**src/hdl/irld_pkg.sv**
```systemverilog
// ----------------------------------------------------------------------------
// irld_pkg
// Shared types and constants of the indexed run-length pixel decoder.
// ----------------------------------------------------------------------------
package irld_pkg;

  localparam int PALETTE_DEPTH = 256;
  localparam int PAL_AW        = (PALETTE_DEPTH > 1) ? $clog2(PALETTE_DEPTH) : 1;
  localparam int COUNT_W       = 25;
  localparam int LIMIT_W       = 24;
  localparam int COLOUR_W      = 24;

  localparam logic [7:0] END_BYTE    = 8'd128;
  localparam logic [8:0] REPEAT_BASE = 9'd257;
  localparam logic [LIMIT_W-1:0] LIMIT_RESET = '1;

  typedef logic [COLOUR_W-1:0] colour_t;

  typedef enum logic [1:0] {
    MODE_PALETTE = 2'd0,
    MODE_DATA    = 2'd1,
    MODE_RESTART = 2'd2,
    MODE_UNUSED  = 2'd3
  } mode_t;

  typedef enum logic [3:0] {
    PH_HEADER  = 4'b0001,
    PH_LITERAL = 4'b0010,
    PH_REPEAT  = 4'b0100,
    PH_DONE    = 4'b1000
  } phase_t;

  // Decoded result waiting for its palette read
  typedef struct packed {
    logic       zero_colour;
    logic [7:0] run;
    logic       eoi;
  } res_t;

endpackage

```
**src/hdl/irld_parser.sv**
```systemverilog
// ----------------------------------------------------------------------------
// irld_parser
// Packet parser: header decode, literal/repeat tracking, pixel count and
// limit check. Issues palette writes for palette requests and palette reads for results.
// ----------------------------------------------------------------------------
module irld_parser (
  input  logic                            clk,
  input  logic                            rst,
  input  logic                            accept,
  input  logic [1:0]                      mode,
  input  logic [7:0]                      data_byte,
  input  logic [7:0]                      palette_slot,
  input  irld_pkg::colour_t               colour_in,
  input  logic                            limit_we,
  input  logic [irld_pkg::LIMIT_W-1:0]    limit_wdata,
  output logic                            res_valid,
  output irld_pkg::res_t                  res,
  output logic                            rd_en,
  output logic [irld_pkg::PAL_AW-1:0]     rd_addr,
  output logic                            wr_en,
  output logic [irld_pkg::PAL_AW-1:0]     wr_addr,
  output irld_pkg::colour_t               wr_data
);

  irld_pkg::phase_t                phase, phase_next;
  logic [7:0]                      literal_remaining, literal_remaining_next;
  logic [7:0]                      repeat_length, repeat_length_next;
  logic [irld_pkg::COUNT_W-1:0]    pixel_count, pixel_count_next;
  logic [irld_pkg::LIMIT_W-1:0]    pixel_limit;

  irld_pkg::mode_t                 mode_dec;
  logic [7:0]                      lit_dec;
  logic [7:0]                      add_n;
  logic [irld_pkg::COUNT_W:0]      count_sum;
  logic [irld_pkg::COUNT_W-1:0]    count_sat;
  logic                            over_limit;
  logic                            idx_in_range;
  logic                            slot_in_range;

  assign mode_dec      = irld_pkg::mode_t'(mode);
  assign idx_in_range  = {1'b0, data_byte} < 9'(irld_pkg::PALETTE_DEPTH);
  assign slot_in_range = {1'b0, palette_slot} < 9'(irld_pkg::PALETTE_DEPTH);

  assign lit_dec    = (literal_remaining != 8'd0) ? literal_remaining - 8'd1 : 8'd0;
  assign add_n      = (phase == irld_pkg::PH_REPEAT) ? repeat_length : 8'd1;
  assign count_sum  = {1'b0, pixel_count} + (irld_pkg::COUNT_W+1)'(add_n);
  assign count_sat  = count_sum[irld_pkg::COUNT_W] ? '1
                                                   : count_sum[irld_pkg::COUNT_W-1:0];
  assign over_limit = count_sat > irld_pkg::COUNT_W'(pixel_limit);

  assign wr_en   = accept && (mode_dec == irld_pkg::MODE_PALETTE) && slot_in_range;
  assign wr_addr = palette_slot[irld_pkg::PAL_AW-1:0];
  assign wr_data = colour_in;
  assign rd_addr = data_byte[irld_pkg::PAL_AW-1:0];
  assign rd_en   = res_valid;

  always_comb begin
    phase_next             = phase;
    literal_remaining_next = literal_remaining;
    repeat_length_next     = repeat_length;
    pixel_count_next       = pixel_count;
    res_valid              = 1'b0;
    res.zero_colour        = !idx_in_range;
    res.run                = 8'd1;
    res.eoi                = 1'b0;
    if (accept) begin
      unique case (mode_dec) inside
        irld_pkg::MODE_RESTART: begin
          phase_next             = irld_pkg::PH_HEADER;
          literal_remaining_next = 8'd0;
          repeat_length_next     = 8'd0;
          pixel_count_next       = '0;
        end
        irld_pkg::MODE_DATA: begin
          unique case (phase)
            irld_pkg::PH_HEADER: begin
              if (data_byte == irld_pkg::END_BYTE) begin
                phase_next      = irld_pkg::PH_DONE;
                res_valid       = 1'b1;
                res.zero_colour = 1'b1;
                res.run         = 8'd0;
                res.eoi         = 1'b1;
              end else if (data_byte < irld_pkg::END_BYTE) begin
                literal_remaining_next = data_byte + 8'd1;
                phase_next             = irld_pkg::PH_LITERAL;
              end else begin
                repeat_length_next = 8'(irld_pkg::REPEAT_BASE - {1'b0, data_byte});
                phase_next         = irld_pkg::PH_REPEAT;
              end
            end
            irld_pkg::PH_LITERAL: begin
              literal_remaining_next = lit_dec;
              pixel_count_next       = count_sat;
              res_valid              = 1'b1;
              // Limit is checked only on the last literal of the packet
              if (lit_dec == 8'd0) begin
                res.eoi    = over_limit;
                phase_next = over_limit ? irld_pkg::PH_DONE : irld_pkg::PH_HEADER;
              end
            end
            irld_pkg::PH_REPEAT: begin
              pixel_count_next = count_sat;
              res_valid        = 1'b1;
              res.run          = repeat_length;
              res.eoi          = over_limit;
              phase_next       = over_limit ? irld_pkg::PH_DONE : irld_pkg::PH_HEADER;
            end
            irld_pkg::PH_DONE: begin
              phase_next = irld_pkg::PH_DONE;
            end
            default: begin
              phase_next = irld_pkg::PH_HEADER;
            end
          endcase
        end
        irld_pkg::MODE_PALETTE, irld_pkg::MODE_UNUSED: begin
          phase_next = phase;
        end
        default: begin
          phase_next = phase;
        end
      endcase
    end
  end

  always_ff @(posedge clk) begin
    if (rst) begin
      phase             <= irld_pkg::PH_HEADER;
      literal_remaining <= 8'd0;
      repeat_length     <= 8'd0;
      pixel_count       <= '0;
      pixel_limit       <= irld_pkg::LIMIT_RESET;
    end else begin
      phase             <= phase_next;
      literal_remaining <= literal_remaining_next;
      repeat_length     <= repeat_length_next;
      pixel_count       <= pixel_count_next;
      if (limit_we) begin
        pixel_limit <= limit_wdata;
      end
    end
  end

endmodule

```
**config.mk**
```make
export PLATFORM = sky130hd
export DESIGN_NAME = irld_parser
export DESIGN_NICKNAME = d
export VERILOG_FILES = /design/src/hdl/irld_pkg.sv /design/src/hdl/irld_parser.sv
export SDC_FILE = /design/constraint.sdc
export NUM_CORES = 1
export LEC_CHECK = 0
export ABC_AREA = 1
export BUFFER_PORTS_ARGS = -buffer_cell sky130_fd_sc_hd__buf_2
export CAP_MARGIN = 20
export CORE_MARGIN = 1.5
export CORE_UTILIZATION = 39
export DETAILED_ROUTE_END_ITERATION = 8
export PLACE_DENSITY = 0.68
export SYNTH_ARGS = -nofsm -noshare
export SYNTH_HDL_FRONTEND = slang
export SYNTH_SLANG_ARGS = --single-unit
```
**constraint.sdc**
```tcl
create_clock -name clk -period 4.9 [get_ports clk]
set_input_delay 0.49 -clock clk [delete_from_list [all_inputs] [get_ports clk]]
set_output_delay 0.49 -clock clk [all_outputs]
set_load 0.05 [all_outputs]
```
==> Word level (Yosys, flattened, before mapping) <==
Index checks and enable logic that the tools add are counted.
{ "classes": {"addsub": 4, "eq_ne": 15, "reduce_logical": 10, "mux": 30, "magnitude_cmp": 2} }
{ "op_table": {"columns": ["op", "count"], "rows": [
  ["$pmux W8 S2", 4],
  ["$mux W8", 7],
  ["$mux W25", 2],
  ["$pmux W25 S2", 1],
  ["$mux W10", 3],
  ["$add A25 B8 Y26", 1],
  ["$gt A25 B24 Y1", 1],
  ["$pmux W4 S4", 1],
  ["$mux W4", 3],
  ["$reduce_and A5 Y1", 2],
  ["$ne A3 B3 Y1 const B", 3],
  ["$add A8 B1 Y8 const B", 1],
  ["$eq A8 B8 Y1 const B", 1],
  ["$logic_not A8 Y1", 1],
  ["$lt A8 B8 Y1 const B", 1],
  ["$pmux W4 S2", 1],
  ["$reduce_bool A8 Y1", 1],
  ["$sub A1 B8 Y8 const A", 1],
  ["$sub A8 B1 Y8 const B", 1],
  ["$ne A2 B2 Y1 const B", 3],
  ["$reduce_and A3 Y1", 2],
  ["$mux W1", 5],
  ["$eq A4 B1 Y1 const B", 1],
  ["$eq A4 B2 Y1 const B", 1],
  ["other kinds (13)", 13]
]} }
{ "totals": {"output_inout_bits": 53, "regBits": 69} }

==> Logic depth before layout (Yosys ltp) <==
Gate-level depths: netlist (run 1).
{ "logic_depth": {"ltp_word": 9, "depth_mapped": 34, "depth_no_buf": 34} }

==> Worst setup path before layout (run 1) <==
Ideal clock, no wire load.
{ "synth_path": {"path_kind": "reg2out", "start": "reg phase[1]", "end": "out res[0] (netlist name)", "required_time_ps": 4410, "path_stages_with_launch": 31, "arrival_time_ps": 4163, "slack_ps": 247, "path_buffers": 0, "cell_sequence": "dfxtp_1 > nor2_4 > nand2_1 > inv_1 > nand2_1 > ha_1 > inv_1 > fa_1 > or2_1 > nand2_1 > nand2_1 > nand2_2 > nand2_2 > nand2_4 > inv_4 > o21ai_0 > nand3_4 > ha_1 > nand2_1 > nor2_1 > nor3b_1 > nand2_1 > nand2_1 > nand2_1 > nand2_1 > nand2_1 > nand2_1 > nand2_1 > nand2_1 > nand3_1 > a21oi_1"} }
{ "synth_lines": {"columns": ["item", "line", "rtl"], "rows": [
  ["from (decl)", "irld_parser.sv:25", "irld_pkg::phase_t phase, phase_next;"],
  ["from (signal assigned)", "irld_parser.sv:128", "phase <= irld_pkg::PH_HEADER;"],
  ["from (signal assigned)", "irld_parser.sv:134", "phase <= phase_next;"],
  ["to (decl)", "irld_parser.sv:17", "output irld_pkg::res_t res,"]
]} }

==> results.yml, run 1 <==
synth:
  ys_seq_area_share_pct: 25.5
  synth_seq_cells: 69
  yosys_warnings: 0
  async_flop_share_pct: 0
  synth_edf_count: 0
  synth.cell_area_um2: 5410
  avgSynthCellArea_um2: 6.95
  syn_nets: 889
  netlist_instances: 779
  post_synth_num_cell_types: 54
  synth_top_flop_cell: "dfxtp_1"
cts:
  numCtsBuffers: 9
  cts_buffer_depth: 2
  hold_buffers: 0
  clk-insertion-delay-late_ns: 0.34
  root_buffer: "clkbuf_16"
  cts_tree: "built"
  clk_pin_slew_worst_paths_ns: 0.05
  cts.htree.levels: 3
  clock-sinks: 69
route:
  wl_per_cell_um: 12.7
  finalWirelength_um: 12500
  vias_per_cell: 4.95
  postRouteAntennaNets: 0
  drc: 0
  firstDrtPassIters: 4
  drtIter0Drc: 223
  num_vias: 4879
worst_setup_path:
  timing.rr.start: "phase[2]"
  crit_path_max_incr_delay_ns: 0.33
  cp-start-kind: "flip-flop"
  timing.rr.end: "phase[3]"
  worstPathArrival_ns: 4.21
  critical_path_depth: 31
  endpoint_kind: "primary output"
  reg2reg_slack_ns: 1.02
  slowest_stage: "dfxtp_2"
  critPathTopFamily: "simple AND/OR/NAND/NOR gates"
  path_class: "reg -> out"
  crit_buf_inv: 6
  r2r_cells: 32
  critPathMaxFanout: 6
  startpoint: "phase[2]"
  crit_end: "res[0]"
  critPathMostFrequentCell: "nand2_1"
  required_ns: 4.41
final_layout:
  layout-drive-gt1-share_pct: 25.8
  area_growth_pct: 14.2
  multi_input_area_um2: 3420
  regArea_um2: 1390
  final.fill_count: 1382
  utilization_pct: 46.1
  nets: 915
  final_area_um2: 6180
  fin_cells: 985
  antenna_cells: 0
die:
  die_w_um: 121
  initial_utilization_pct: 40.4
  die_h_um: 121
  io_pins: 123
  die-area_um2: 14600
  row_count: 42
  core_um2: 13400
power:
  power_per_cell_area_nw_per_um2: 231
  ir_worst_vdd_v: 0.000155
  p_leak_nw: 2.90
sta:
  tightest_slew_ns: 0.744
  hold_viol_final: 0
  fin_setup_tns_ns: 0
  setup_viol: 0
  period_share_pct: 96.0
  period_needed_ns: 4.70
  fmax_mhz: 213
  fin_skew_ns: 0.00431
  finalMaxSlewViolations: 0
  timing.slew.headroom_pct: 50.4
global_route:
  overflow: 0
  grtUsageTotal_pct: 17.3
  grt_max_degree: 62
  antenna_found_initial: 0
  grt_pass1_vias: 4385
  grt_pass1_wl_um: 20300
place:
  gp_routability_congestion: 0.818
  place_area_um2: 5540
  dpl.cell_count: 953
  io_buffer_count: 58
  dp_hpwl_um: 9110
run:
  max-cap-violations: 0
run_status:
  outcome: "complete, no violations"
hold_path:
  holdCritPathClass: "in -> reg"
state kept, by name, indices dropped and copies added (netlist names):
register and flops:
pixel_count 25, pixel_limit 24, literal_remaining 8, repeat_length 8
phase 4
Yosys cell counts (all sizes together), types with 2 or more instances:
master | instances | area share [%]
nand2 | 179 | 14
inv | 103 | 7.2
a21oi | 90 | 9.1
dfxtp | 69 | 26
nor2 | 62 | 5.3
o21ai | 57 | 5.6
buf | 51 | 7.0
nand3 | 46 | 6.9
ha | 39 | 9.0
nor3 | 18 | 2.4
clkbuf | 13 | 0.90
or2 | 11 | 1.3
xor2 | 6 | 0.97
nand4 | 5 | 0.69
a211oi | 4 | 0.74
a31oi | 4 | 0.46
nand3b | 3 | 0.42
o211ai | 3 | 0.42
a21o | 2 | 0.28
nor4 | 2 | 0.23
o22ai | 2 | 0.23
o31ai | 2 | 0.28
area by class of cell:
| cell class | count | area share, % |
|---|---|---|
| Clock inverter | 5 | 0.851 |
| Timing Repair Buffer | 79 | 7.68 |
| Clock buffer | 10 | 3.71 |
| Tap cell | 176 | 3.56 |
| Sequential cell | 69 | 22.5 |
| Multi-Input combinational cell | 543 | 55.3 |
| Inverter | 103 | 6.38 |
logic make-up (layout without fill, tap and decap cells):
group	count (synthesis)	count (layout)	synth area share (%)
buf+inv	167	197	15.1
flops	69	69	25.5
simple gates	328	328	31.2
fa+ha+maj	40	40	9.39
xor+xnor	7	7	1.13
compound gates	168	168	17.6
worst reg2reg max path: cells and delay by family (launching register included):
kind / cells / cell delay (ns)
AND/OR/NAND/NOR: 23 / 2.33
AO/OA/AOI/OAI: 1 / 0.05
flip-flops: 1 / 0.33
buffers and inverters: 5 / 0.32
adder cells (fa/ha/maj): 3 / 0.74
layout by cell type (no fill, tap or decap), types with 7 or more instances in the layout:
cell type / netlist / layout
nor2_4: 6 / 10
o21ai_1: 2 / 7
nand3_2: 11 / 12
buf_4: 41 / 18
clkbuf_16: 0 / 9
nor2_2: 4 / 11
nand2_1: 167 / 161
o21ai_0: 51 / 45
nand3_1: 28 / 27
nand2_2: 6 / 10
nand3_4: 7 / 7
a21oi_1: 81 / 77
buf_2: 7 / 57
ha_1: 39 / 31
nor3_1: 13 / 13
nor2_1: 52 / 41
ha_4: 0 / 7
inv_1: 95 / 93
dfxtp_1: 69 / 65
a21oi_2: 8 / 12
inv_2: 6 / 7
nand2_4: 5 / 7
repair_timing:
action	4_1_cts	5_1_grt
endpoints found under the setup margin	1	1
pin swaps	2	19
buffers inserted	2	14
resized for setup	5	58
per-stage QoR:
stage               hold WS [ns]  setup slack [ns]  total power, mW
global placement           0.457             0.266            0.800
floorplan                  0.434             0.247            0.824
CTS                        0.357           0.00561             1.44
global route               0.361           -0.0405             1.49
detailed placement         0.462             0.176            0.802
finish                     0.366             0.198             1.43
worst min path at each step:
stage                             to  cells past startpoint        startpoint
finish               pixel_limit[12]                      3   limit_wdata[12]
global route          pixel_limit[8]                      3    limit_wdata[8]
CTS                   pixel_limit[8]                      3    limit_wdata[8]
detailed placement   pixel_limit[23]                      2   pixel_limit[23]
global placement     pixel_limit[23]                      2   pixel_limit[23]
floorplan           repeat_length[0]                      2  repeat_length[0]
routing by layer:
metal | share of wire (%) | vias up | wire (um) | global-route usage (%)
met5 | 0 | - | 0 | 0
met4 | 1.1 | 0 | 143 | 5.07
met3 | 4.3 | 13 | 542 | 4.15
li1 | - | 2555 | - | -
met2 | 46 | 104 | 5740 | 27.7
met1 | 49 | 2207 | 6060 | 23.0
power by group:
| group | total, mW | internal, mW | switching (mW) |
|---|---|---|---|
| combinational | 0.203 | 0.0658 | 0.137 |
| clock | 0.630 | 0.388 | 0.242 |
| sequential | 0.596 | 0.585 | 0.0111 |
Power figures use the tool's default switching activity.
==> inputs of run 2 (changes only) <==
ABC_AREA = 0   (was 1)
==> results.yml, run 2 <==
run_status:
  outcome: "finished with violations"
  violations: "setup timing"
hold_path:
  holdCritPathClass: "in -> reg"
  worstHoldStart: "limit_wdata[10]"
  hold_path_depth: 3
  hold_path_end: "pixel_limit[10]"
final_layout:
  max_flop_register: "pixel_count"
  nets: 805
  fin_cells: 876
  final_common_cell: "nand2_1"
  largest_reg_flops: 25
  final.fill_count: 1330
  utilization_pct: 44.5
  regArea_um2: 1380
  largest_registers: "pixel_count (25), pixel_limit (24)"
  antenna_cells: 0
  area_growth_pct: 11.5
  multi_input_area_um2: 3370
  layout-drive-gt1-share_pct: 18.9
  final_cell_mix: "nand2_1 (88), dfxtp_1 (68), buf_2 (57)"
synth:
  ys_seq_area_share_pct: 26.2
  avgSynthCellArea_um2: 7.74
  synth_edf_count: 0
  synth_area_leaders: "dfxtp_1 (26%), ha_1 (9.3%), nand2_1 (6.3%), buf_4 (6.0%), o211ai_1 (4.4%)"
  synth_most_common_cell: "nand2_1"
  post_synth_num_cell_types: 70
  synth_top_cell_area_share_pct: 26.2
  synth.largest_area_cell: "dfxtp_1"
  yosys_warnings: 0
  async_flop_share_pct: 0
  synth.cell_area_um2: 5270
  synth_top_flop_cell: "dfxtp_1"
  netlist_instances: 680
  synth_seq_cells: 69
  syn_nets: 790
  synth.top_cells.by_count: "nand2_1 (89), dfxtp_1 (69), buf_4 (42), nor2_1 (42), inv_1 (41)"
power:
  power_per_cell_area_nw_per_um2: 236
  p_leak_nw: 2.69
  ir_worst_vdd_v: 0.000151
worst_setup_path:
  path_class: "reg -> out"
  worstPathArrival_ns: 4.43
  endpoint_kind: "primary output"
  timing.rr.end: "phase[3]"
  critPathMaxFanout: 5
  cp-start-kind: "flip-flop"
  timing.rr.start: "phase[3]"
  reg2reg_slack_ns: 0.84
  r2r_cells: 20
  required_ns: 4.41
die:
  initial_utilization_pct: 39.9
  die_w_um: 119
  core_um2: 13200
  row_count: 42
  die_h_um: 119
  io_pins: 123
  die-area_um2: 14200
sta:
  timing.slew.headroom_pct: 31.2
  period_needed_ns: 4.92
  period_share_pct: 100
  setup_viol: 1
  hold_slack_ns: 0.353
  fmax_mhz: 203
  finalWorstSetupSlack_ns: -0.0204
  hold_viol_final: 0
  rsz0062_at_grt: "true"
  tightest_slew_ns: 1.03
  finalMaxSlewViolations: 0
  fin_skew_ns: 0.0106
cts:
  numCtsBuffers: 9
  cts_buffer_depth: 2
  cts.htree.levels: 3
  hold_buffers: 0
  root_buffer: "clkbuf_16"
  clk-insertion-delay-late_ns: 0.35
  clk_pin_slew_worst_paths_ns: 0.06
  cts_tree: "built"
  clock-sinks: 69
place:
  io_buffer_count: 58
  place_ws_ns: 0.0953
  dp_hpwl_um: 9400
  dpl.cell_count: 855
  gp_routability_congestion: 0.855
global_route:
  grtUsageTotal_pct: 19.0
  grt_pass1_wl_um: 21600
  grt_max_degree: 48
  antenna_found_initial: 0
  overflow: 0
  grt_pass1_vias: 4352
route:
  wl_met1_um: 6320
  num_vias: 4740
  wl_per_cell_um: 15.1
  wl_met3_um: 898
  drc: 0
  postRouteAntennaNets: 0
  finalWirelength_um: 13200
  drtIter0Drc: 307
  wl_met2_um: 5640
  top_layer: "met4"
  firstDrtPassIters: 5
  vias_per_cell: 5.41
run:
  max-cap-violations: 0
## run 2: cell count changes after synthesis, sizes merged, moves of 10 or more
cell / previous run / this run
nand2: 179 / 89
a21oi: 90 / 39
a22o: 0 / 10
and2: 0 / 15
nand3: 46 / 21
xnor2: 1 / 18
o211ai: 3 / 31
inv: 103 / 41
nor2: 62 / 43
o21ai: 57 / 34
a21o: 2 / 13
## run 2: metal layers
metal	up-vias	GRT usage, %
li1	2413	-
met1	2123	25.9
met2	172	28.0
met3	32	4.74
met4	0	9.04
met5	-	0
## run 2: through the flow
step / cell area [um^2] / setup TNS, ns / power, mW
finish: 5870 / -0.0204 / 1.39
detailed placement: 5430 / 0 / 0.764
floorplan: 5270 / 0 / 0.789
global placement: 5430 / 0 / 0.763
CTS: 5810 / 0 / 1.40
global route: 5870 / -0.190 / 1.44
## run 2: area by class of cell
type,instances,share of cell area [%]
multi-input combinational,496,57.4
sequential,69,23.6
timing repair buffer,78,7.89
clock buffer,9,3.84
tap,176,3.75
inverter,41,2.62
clock inverter,7,0.938
## run 2: how the worst max path moves through the flow
stage                         from     end  cells past startpoint
after floorplan           phase[3]  res[0]                     22
after global placement    phase[3]  res[0]                     17
after detailed placement  phase[3]  res[0]                     20
after CTS                 phase[0]  res[0]                     19
after global routing      phase[3]  res[0]                     21
final                     phase[3]  res[0]                     21
## run 2: critical path, cell delays in order, from the launching register on
cell	delay, ns
dfxtp_2	0.33
nor4b_4	0.35
nand2_1	0.10
ha_2	0.20
inv_2	0.06
fa_2	0.23
nor2b_4	0.05
o211ai_1	0.15
nand4b_1	0.24
o211ai_1	0.29
buf_4	0.19
buf_4	0.11
nor2_1	0.06
xnor2_1	0.16
nand2_1	0.09
ha_1	0.29
and3_1	0.19
a221o_1	0.32
o21ai_1	0.14
and4_4	0.27
o21ai_2	0.07
buf_6	0.16
## run 2: cell families (layout without fill, tap and decap cells)
logic type	count (synthesis)	after routing	share of synthesized area (%)
XOR/XNOR	32	32	5.32
AND/OR/NAND/NOR	234	234	22.1
buffers and inverters	115	135	11.7
flip-flops	69	69	26.2
AO/OA/AOI/OAI	185	185	24.0
multiplexers	5	5	0.974
adder cells (fa/ha/maj)	40	40	9.65
## run 2: power breakdown
| part | switching [mW] | internal (mW) | total, mW |
|---|---|---|---|
| registers | 0.00784 | 0.578 | 0.586 |
| clock network | 0.282 | 0.349 | 0.631 |
| logic | 0.107 | 0.0609 | 0.168 |
| total | 0.397 | 0.988 | 1.39 |
## run 2: repair_timing
item                                    CTS  global route
endpoints found under the setup margin    1             1
pin swaps                                 4            12
setup buffers                             3             2
gates resized for setup                  18            14
==> inputs of run 3 (changes only) <==
CORE_UTILIZATION = 55   (was 39)
PLACE_DENSITY = 0.88   (was 0.68)
==> results.yml, run 3 (synthesis results as in run 2) <==
route:
  drc: 0
  top_layer: "met4"
  vias_per_cell: 6.37
  firstDrtPassIters: 5
  drtIter0Drc: 577
  num_vias: 5387
  wl_per_cell_um: 18.1
  wl_met1_um: 5900
  wl_met2_um: 7360
  finalWirelength_um: 15300
  postRouteAntennaNets: 0
  wl_met3_um: 1250
worst_setup_path:
  path_class: "reg -> out"
  required_ns: 4.41
  worstPathArrival_ns: 4.55
  reg2reg_slack_ns: 0.39
  crit_path_max_incr_delay_ns: 0.39
  critPathMaxFanout: 7
  timing.rr.start: "phase[3]"
  slowest_stage: "or3b_4"
  crit_chain: "nor4b_4 > buf_4 > nand2_1 > ha_1 > inv_1 > fa_1 > nor2b_2 > o211ai_1 > nand4b_1 > buf_4 > o21ai_2 > nor3_1 > or3b_4 > ha_4 > a21oi_1 > o21ai_0 > nand2b_4 > a31oi_2 > o21ai_2 > and4_4 > o21ai_2 > buf_6"
  cp-start-kind: "flip-flop"
  startpoint: "phase[3]"
  critPathMostFrequentCell: "o21ai_2"
  endpoint_kind: "primary output"
sta:
  finalMaxSlewViolations: 0
  fin_skew_ns: 0.0122
  fmax_mhz: 198
  timing.slew.headroom_pct: 36.4
  setup_viol: 1
  finalWorstSetupSlack_ns: -0.143
  period_needed_ns: 5.04
  rsz0062_at_grt: "true"
  period_share_pct: 103
  hold_viol_final: 0
  tightest_slew_ns: 0.953
cts:
  clk_pin_slew_worst_paths_ns: 0.09
  clock-sinks: 69
  cts_buffer_depth: 2
  cts.htree.levels: 3
  root_buffer: "clkbuf_8"
  hold_buffers: 0
  clk-insertion-delay-late_ns: 0.36
  numCtsBuffers: 9
  cts_tree: "built"
final_layout:
  antenna_cells: 0
  final_common_cell: "nand2_1"
  largest_reg_flops: 25
  final_cell_mix: "nand2_1 (87), dfxtp_1 (67), buf_2 (57)"
  layout-drive-gt1-share_pct: 23.0
  final.fill_count: 734
  largest_registers: "pixel_count (25), pixel_limit (24)"
  utilization_pct: 65.3
  area_growth_pct: 14.6
  final_area_um2: 6030
  nets: 823
  max_flop_register: "pixel_count"
place:
  io_buffer_count: 58
  place_ws_ns: -0.0114
  dp_hpwl_um: 9800
  place_area_um2: 5360
  gp_routability_congestion: 0.923
die:
  die-area_um2: 10200
  initial_utilization_pct: 57.0
  die_w_um: 101
  core_um2: 9240
  io_pins: 123
  row_count: 35
  die_h_um: 101
global_route:
  grt_pass1_vias: 5127
  grtUsageTotal_pct: 28.9
  overflow: 0
  grt_pass1_wl_um: 23400
  antenna_found_initial: 0
  grt_max_degree: 48
power:
  p_leak_nw: 2.75
  finalPower_mw: 1.25
  power_per_cell_area_nw_per_um2: 206
  ir_worst_vdd_v: 0.000127
hold_path:
  holdCritPathClass: "in -> reg"
  worstHoldStart: "limit_wdata[13]"
run_status:
  outcome: "finished with violations"
  violations: "setup timing"
run:
  max-cap-violations: 0
[run 3: final timing paths]
| check | to | cells past startpoint |
|---|---|---|
| max | res[0] | 22 |
| min reg2reg | repeat_length[5] | 2 |
| min | pixel_limit[13] | 3 |
| max reg2reg | phase[3] | 22 |
[run 3: metrics by stage]
stage	cells	hold slack [ns]	setup TNS [ns]
final	846	0.336	-0.143
after global routing	846	0.343	-0.303
after CTS	836	0.334	0
after detailed placement	805	0.453	-0.0114
after global placement	805	0.457	0
after floorplan	680	0.432	0
[run 3: where the power goes]
group | switching, mW | leakage (nW) | internal (mW)
clock | 0.247 | 0.0923 | 0.237
combinational | 0.112 | 2.10 | 0.0635
sequential | 0.00852 | 0.564 | 0.578
total | 0.368 | 2.75 | 0.878
[run 3: critical path: cells and delay by family (launching register included)]
kind | cells | cell delay [ns]
AO/OA/AOI/OAI | 7 | 1.18
AND/OR/NAND/NOR | 8 | 1.33
flip-flops | 1 | 0.34
adder cells (fa/ha/maj) | 3 | 0.69
buffers and inverters | 4 | 0.66
[run 3: repair_timing]
| item | in CTS | in global routing |
|---|---|---|
| pin swaps | 16 | 27 |
| cloned | 1 | 1 |
| buffers inserted | 15 | 8 |
| resized for setup | 26 | 27 |
| endpoints found under the setup margin | 1 | 1 |
[run 3: metal layers]
| layer | vias up | global-route usage, % |
|---|---|---|
| met4 | 0 | 17.7 |
| met5 | - | 0 |
| met1 | 2513 | 33.5 |
| li1 | 2449 | - |
| met3 | 98 | 5.13 |
| met2 | 327 | 49.3 |
[run 3: area by class of cell]
class / count / area (um^2) / area share (%)
Clock buffer: 9 / 124 / 2.05
Clock inverter: 6 / 71.3 / 1.18
Inverter: 41 / 154 / 2.55
Multi-Input combinational cell: 497 / 3530 / 58.6
Sequential cell: 69 / 1380 / 22.9
Tap cell: 129 / 161 / 2.68
Timing Repair Buffer: 95 / 604 / 10.0
